==> src/hw/rtl/tvs_queue.sv <==
// Short FIFO between the front end and the back end.
`timescale 1ns / 1ps

module tvs_queue #(
  parameter int WIDTH      = 8,
  parameter int DEPTH_BITS = 2
) (
  input  logic             clk,
  input  logic             rst_n,
  input  logic             push,
  input  logic [WIDTH-1:0] wdata,
  output logic             full,
  input  logic             pop,
  output logic [WIDTH-1:0] rdata,
  output logic             empty
);

  localparam int DEPTH = 1 << DEPTH_BITS;

  logic [WIDTH-1:0]    slot_r [DEPTH];
  logic [DEPTH_BITS:0] wr_ptr_r, rd_ptr_r;

  assign empty = (wr_ptr_r == rd_ptr_r);
  assign full  = (wr_ptr_r[DEPTH_BITS] != rd_ptr_r[DEPTH_BITS]) &&
                 (wr_ptr_r[DEPTH_BITS-1:0] == rd_ptr_r[DEPTH_BITS-1:0]);
  assign rdata = slot_r[rd_ptr_r[DEPTH_BITS-1:0]];

  // Pointers
  always_ff @(posedge clk) begin
    if (!rst_n) begin
      wr_ptr_r <= '0;
      rd_ptr_r <= '0;
    end else begin
      if (push && !full) wr_ptr_r <= wr_ptr_r + (DEPTH_BITS + 1)'(1);
      if (pop && !empty) rd_ptr_r <= rd_ptr_r + (DEPTH_BITS + 1)'(1);
    end
  end

  // Storage
  always_ff @(posedge clk) begin
    if (push && !full) slot_r[wr_ptr_r[DEPTH_BITS-1:0]] <= wdata;
  end

endmodule

==> config.mk <==
export PLATFORM = sky130hd
export DESIGN_NAME = tvs_queue
export DESIGN_NICKNAME = d
export VERILOG_FILES = /design/src/hw/rtl/tvs_queue.sv
export SDC_FILE = /design/constraint.sdc
export NUM_CORES = 1
export LEC_CHECK = 0
export BUFFER_PORTS_ARGS = -buffer_cell sky130_fd_sc_hd__buf_2
export CAP_MARGIN = 20
export CORE_MARGIN = 1.5
export CORE_UTILIZATION = 40
export DETAILED_ROUTE_END_ITERATION = 8
export SYNTH_ARGS = -nofsm -noshare
export SYNTH_HDL_FRONTEND = slang
export SYNTH_SLANG_ARGS = --single-unit
==> constraint.sdc <==
create_clock -name clk -period 2.68 [get_ports clk]
set_input_delay 0.536 -clock clk [delete_from_list [all_inputs] [get_ports clk]]
set_output_delay 0.536 -clock clk [all_outputs]
set_load 0.02 [all_outputs]
==> reports/metrics.cfg, run 1 <==
[outcome]
status=complete, no violations

[clocking]
cts_tree=yes
post_cts_resized=0
clk_latency_ps=280
cts_root_buf=clkbuf_8
cts_buffer_depth=2
numCtsBuffers=5
clkTransAtPathRegs_ps=70
cts_setup_buffers=0
numClockSinks=40
holdBufCountCts=0
cts_htree_levels=2

[worst_hold_path]
hp-class=primary input to flip-flop
whs_path_depth=1

[setup_path]
worst-path-buf-inv=1
crit_chain=mux4_2 -> buf_2
cp_top_family=flip-flops
critPathMaxStageDelay_ps=650
crit_type=flip-flop to primary output
worst_path_max_delay_cell=dfxtp_1
cp.required_ps=2140
cp_max_fo=8
arrival_ps=1690
worstSetupStartpointType=flip-flop
cp.depth=2
rr_worst_depth=3
endpoint_kind=primary output

[place]
portBuffers=21
place_congestion=0.838
dpl.hpwl_um=2130

[yosys]
synthTopCellsByArea=edfxtp_1, mux4_2, dfxtp_1
avgSynthCellArea_um2=15.7
syn_inst=110
synth_top_cell_by_area=edfxtp_1
synth_nets=127
ys_warn_count=0
ys_ff_latch=40
seq_area_frac_synth_pct=65.0
synth_top_area_share_pct=55.7
syn-cell-area_um2=1720
synth_cell_type_count=28

[power_and_ir_drop]
p_sw_share_pct=34.8
power_frac_clock_pct=20.3
powerDensity_nw_per_um2=939
p_sw_uw=638
p_int_uw=1200
p_seq_share_pct=48.3
combPwrFrac_pct=31.4
p_leak_uw=0.000701
peakVddDrop_mv=0.453

[timing]
min_period_ps=2230
rsz0062_at_grt=no
final-setup-viol-count=0
slew_headroom_pct=59.2
tightest_slew_ps=608
fmax_ghz=0.449
final.setup_skew_ps=3.86
holdWs_ps=464
fin_crit_sh_pct=83.1
tns_ps=0
final_hold_viol_count=0
final-max-slew-violation-count=0

[final_layout]
area_delta_synth_final_pct=13.3
fin_nets=152
drive_above_1_share_pct=27.4
antenna_cells=0

[global_routing]
grt_pass1_vias=1013
grt_pass1_wl_um=4990
grt_max_degree=13
grt_use_total_pct=15.3
antenna_found_initial=0
grt-ovfl-total=0

[floorplanning]
die_area_um2=4710
fp.dieH_um=68.7
io_pins=22
core_area_um2=4060
initial_core_util_pct=42.5
fp-row-count=23
die_w_um=68.7

[route]
dr.first_iter.drc_count=47
routed_wirelength_um=3060
remaining_drc_errors=0
viasPerCell=5.48
num_vias=1013
postRouteAntennaNets=0
route.detailed.wl_per_inst_um=16.5
firstDrtPassIters=4

[run]
cap_violations=0

-- cells in the final DEF (no fill, tap or decap), types with 2 or more instances in the layout --
cell,netlist,routed
a21oi_1,2,2
and2_1,4,4
xor2_1,3,3
a31oi_1,2,2
buf_2,1,21
dfxtp_1,8,8
nand2_1,3,3
xnor2_1,3,3
nor2_1,2,2
nand3_1,3,3
inv_1,5,5
clkbuf_8,0,5
mux4_2,8,8
a211o_1,4,4
nand3b_1,4,4
nand4_1,2,2
nor3_1,4,4
a41oi_1,2,2
edfxtp_1,32,32
o211ai_1,2,2
o21ai_0,4,4
ha_1,5,5
-- routing by layer --
metal,share of wire [%],global-route usage (%),wire length (um)
met5,0,0,0
met4,0.65,6.00,20
met3,4.2,4.55,128
met2,50,25.8,1530
met1,45,18.4,1380
-- cell usage after synthesis (all sizes together) --
cell type / number
inv: 5
dfxtp: 8
nand3b: 4
buf: 3
ha: 5
mux4: 8
o211ai: 2
nand3: 3
nand2: 3
o31a: 1
a211o: 4
xnor2: 3
nor3: 4
edfxtp: 32
xor2: 3
clkbuf: 1
and3: 1
nand4: 2
a31oi: 2
and2: 4
a41oi: 2
a211oi: 1
a21oi: 2
or4: 1
nor2: 2
o21ai: 4
-- worst reg2reg max path, stage by stage, from the launching register on --
cell     delay [ps]
dfxtp_1         530
xnor2_1         250
a31oi_1         280
and2_1          430
-- final cells by class --
type	instances	area, um^2
Sequential cell	40	1120
Clock inverter	2	12.5
Timing Repair Buffer	22	113
Clock buffer	5	68.8
Tap cell	50	62.6
Inverter	5	18.8
Fill cell	365	2100
Multi-Input combinational cell	61	557
-- flip-flops by register name, summed over array words and instances (netlist names), named ones only --
signal    count
slot_r       32
rd_ptr_r      3
wr_ptr_r      3
-- path summary, 6_finish.rpt --
| check | slack, ps | from | to |
|---|---|---|---|
| max | 450 | flip-flop | rdata[0] |
| min | 460 | wdata[4] | slot_r[0][4] |
| max reg2reg | 830 | wr_ptr_r[1] | slot_r[0][1] |
| min reg2reg | 560 | wr_ptr_r[2] | wr_ptr_r[2] |
-- kinds of logic after synthesis --
family	after synthesis	share of synthesized area, %
AOI/OAI and AO/OA	18	7.33
xor gates and xnor gates	6	3.05
adders and majority gates	5	3.63
buffers and inverters	9	2.68
DFF	40	65.0
muxes	8	10.4
and+or+nand+nor	24	7.84
-- power by group through the flow --
stage	clock network (uW)	registers (uW)	logic [uW]
floorplan	0	836	475
global placement	0	896	568
detailed placement	0	902	577
CTS	381	888	581
global route	405	902	641
finish	372	886	575
-- per-stage QoR --
step / area, um^2 / setup WS (ps) / std cells / util, % / power [uW]
after floorplan: 1720 / 890 / 110 / - / 1310
after global placement: 1870 / 739 / 178 / 46.1 / 1460
after detailed placement: 1870 / 718 / 178 / 46.1 / 1480
after CTS: 1950 / 397 / 185 / 48.1 / 1850
after global routing: 1950 / 301 / 185 / 48.1 / 1950
final: 1950 / 453 / 185 / 48.1 / 1830
Note: power is estimated with default switching activity, not from simulation.
==> run 2, diff against run 1 <==
--- a/config.mk
+++ b/config.mk
@@ -5,6 +5,7 @@
 export SDC_FILE = /design/constraint.sdc
 export NUM_CORES = 1
 export LEC_CHECK = 0
+export ABC_AREA = 1
 export BUFFER_PORTS_ARGS = -buffer_cell sky130_fd_sc_hd__buf_2
 export CAP_MARGIN = 20
 export CORE_MARGIN = 1.5
==> constraint.sdc (replaced) <==
create_clock -name clk -period 2.1 [get_ports clk]
set_input_delay 0.42 -clock clk [delete_from_list [all_inputs] [get_ports clk]]
set_output_delay 0.42 -clock clk [all_outputs]
set_load 0.02 [all_outputs]
==> run 2 against run 1 <==
Against the previous run:
- design area grew 1.9%
- clock power grew 81%
- global-route usage shrank 0.11 points
- register-to-register slack lost 220 ps
- non-clock buffer count grew 3
==> reports/metrics.cfg, run 2 <==
[timing]
final.setup_skew_ps=8.54
fmax_ghz=0.530
tns_ps=0
final-max-slew-violation-count=0
fin_ws_ps=214
rsz0062_at_grt=no
final_hold_viol_count=0
tightest_slew_ps=385
min_period_ps=1890
holdWs_ps=348
slew_headroom_pct=74.3
fin_crit_sh_pct=89.8
final-setup-viol-count=0

[global_routing]
grt-ovfl-total=0
grt_max_degree=17
grt_pass1_wl_um=4840
grt_pass1_vias=1068
antenna_found_initial=0
grt_use_total_pct=15.2

[setup_path]
arrival_ps=1470
crit_type=flip-flop to primary output
worst_path_max_delay_cell=dfxtp_1
cp.required_ps=1680
endpoint_kind=primary output
crit_chain=buf_4 -> o21ai_0 -> o22ai_1 -> buf_2
cp_max_fo=10
critPathMaxStageDelay_ps=510
worstSetupStartpointType=flip-flop

[floorplanning]
die_w_um=67.8
fp-row-count=23
fp.dieH_um=67.8
io_pins=22
die_area_um2=4590
initial_core_util_pct=41.6
core_area_um2=4030

[final_layout]
drive_above_1_share_pct=27.1
largest_register_ffs=32
fin_nets=197
multi_input_area_um2=484
antenna_cells=0
fillCellCount=365
post-route-cell-area_um2=1990
layout_common_cells=edfxtp_1, nor2_1, nand2_1, buf_2, o21ai_0
fin_util_pct=49.4
layout_commonest_cell=edfxtp_1
regArea_um2=1120
area_delta_synth_final_pct=18.6

[route]
viasPerCell=4.84
firstDrtPassIters=4
routed_wirelength_um=3090
num_vias=1118
route.detailed.wl_per_inst_um=13.4
postRouteAntennaNets=0
remaining_drc_errors=0
dr.first_iter.drc_count=32

[yosys]
synth_top_cell_by_area=edfxtp_1
synth_top_area_share_pct=57.3
async_flop_share_pct=0
synth_ff_type=edfxtp_1
synth_nets=167
avgSynthCellArea_um2=11.2
synth_most_common_cell=edfxtp_1
synth_edf_count=32
synth_cell_type_count=18
syn_inst=150
seq_area_frac_synth_pct=66.8
ys_ff_latch=40
yosys-top-cells-count=edfxtp_1, nor2_1, nand2_1
syn-cell-area_um2=1680
ys_warn_count=0
synthTopCellsByArea=edfxtp_1, dfxtp_1, nor2_1

[clocking]
numClockSinks=40
post_cts_resized=0
clk_latency_ps=290
cts_root_buf=clkbuf_8
holdBufCountCts=0
numCtsBuffers=5
cts_htree_levels=2
cts_tree=yes
cts_setup_buffers=0
cts_buffer_depth=2
clkTransAtPathRegs_ps=70

[worst_hold_path]
hp-class=primary input to flip-flop

[power_and_ir_drop]
powerDensity_nw_per_um2=982
peakVddDrop_mv=0.427
p_leak_uw=0.000831

[run]
cap_violations=0

[place]
dpl.hpwl_um=2210
dp_slack_ps=507
portBuffers=21
place_congestion=0.813
place_area_um2=1860

[outcome]
status=complete, no violations

==> run 2: changes by cell type in the layout (fill, tap and decap cells not counted), moves of 7 or more <==
cell     before  now
nor2_1        2   27
nand2_1       3   22
o21ai_0       4   14
mux4_2        8    0
o22ai_1       0    8
inv_1         5   12
==> run 2: area by class of cell <==
type	instances	share of cell area (%)
sequential	40	56.4
clock buffer	7	4.84
multi-input combinational	92	24.3
tap	50	3.14
timing repair buffer	25	6.79
clock inverter	1	1.51
inverter	16	3.02
==> run 2: through the flow <==
| stage | instances | power (uW) |
|---|---|---|
| after global placement | 223 | 1290 |
| after floorplan | 150 | 1180 |
| after global routing | 231 | 2040 |
| after CTS | 231 | 1970 |
| after detailed placement | 223 | 1300 |
| final | 231 | 1950 |
==> run 2: worst paths after layout <==
check                                 start           end  slack [ps]  cells after the start
worst max-delay path              flip-flop      rdata[1]         210                      4
worst min-delay path               wdata[4]  slot_r[2][4]         350                      1
worst max register to register  wr_ptr_r[0]  slot_r[3][3]         610                      6
worst min register to register  rd_ptr_r[2]   rd_ptr_r[2]         580                      2
==> run 2: per-layer routing <==
metal  share of wire (%)  vias to the layer above  track usage, %
li1                    -                      569               -
met1                  43                      524            17.5
met2                  50                       18            25.2
met3                 4.6                        7            5.00
met4                 1.9                        0            7.65
met5                   0                        -               0
==> run 2: power breakdown <==
part / switching [uW] / internal (uW) / total (uW)
Clock: 255 / 419 / 674
Sequential: 32.8 / 905 / 938
Combinational: 226 / 115 / 341
Total: 514 / 1440 / 1950
==> run 2: worst max-delay path: cells and delay by family (launching register included) <==
family                 cells  cell delay [ps]
AO/OA/AOI/OAI              2              270
flip-flops                 1              510
buffers and inverters      2              400
==> run 2: cell families (layout without fill, tap and decap cells) <==
family / after synthesis / after routing / share of synthesized area [%]
simple gates: 62 / 62 / 17.1
buf+inv: 18 / 49 / 4.32
fa+ha+maj: 5 / 5 / 3.73
flops: 40 / 40 / 66.8
compound gates: 25 / 25 / 8.05
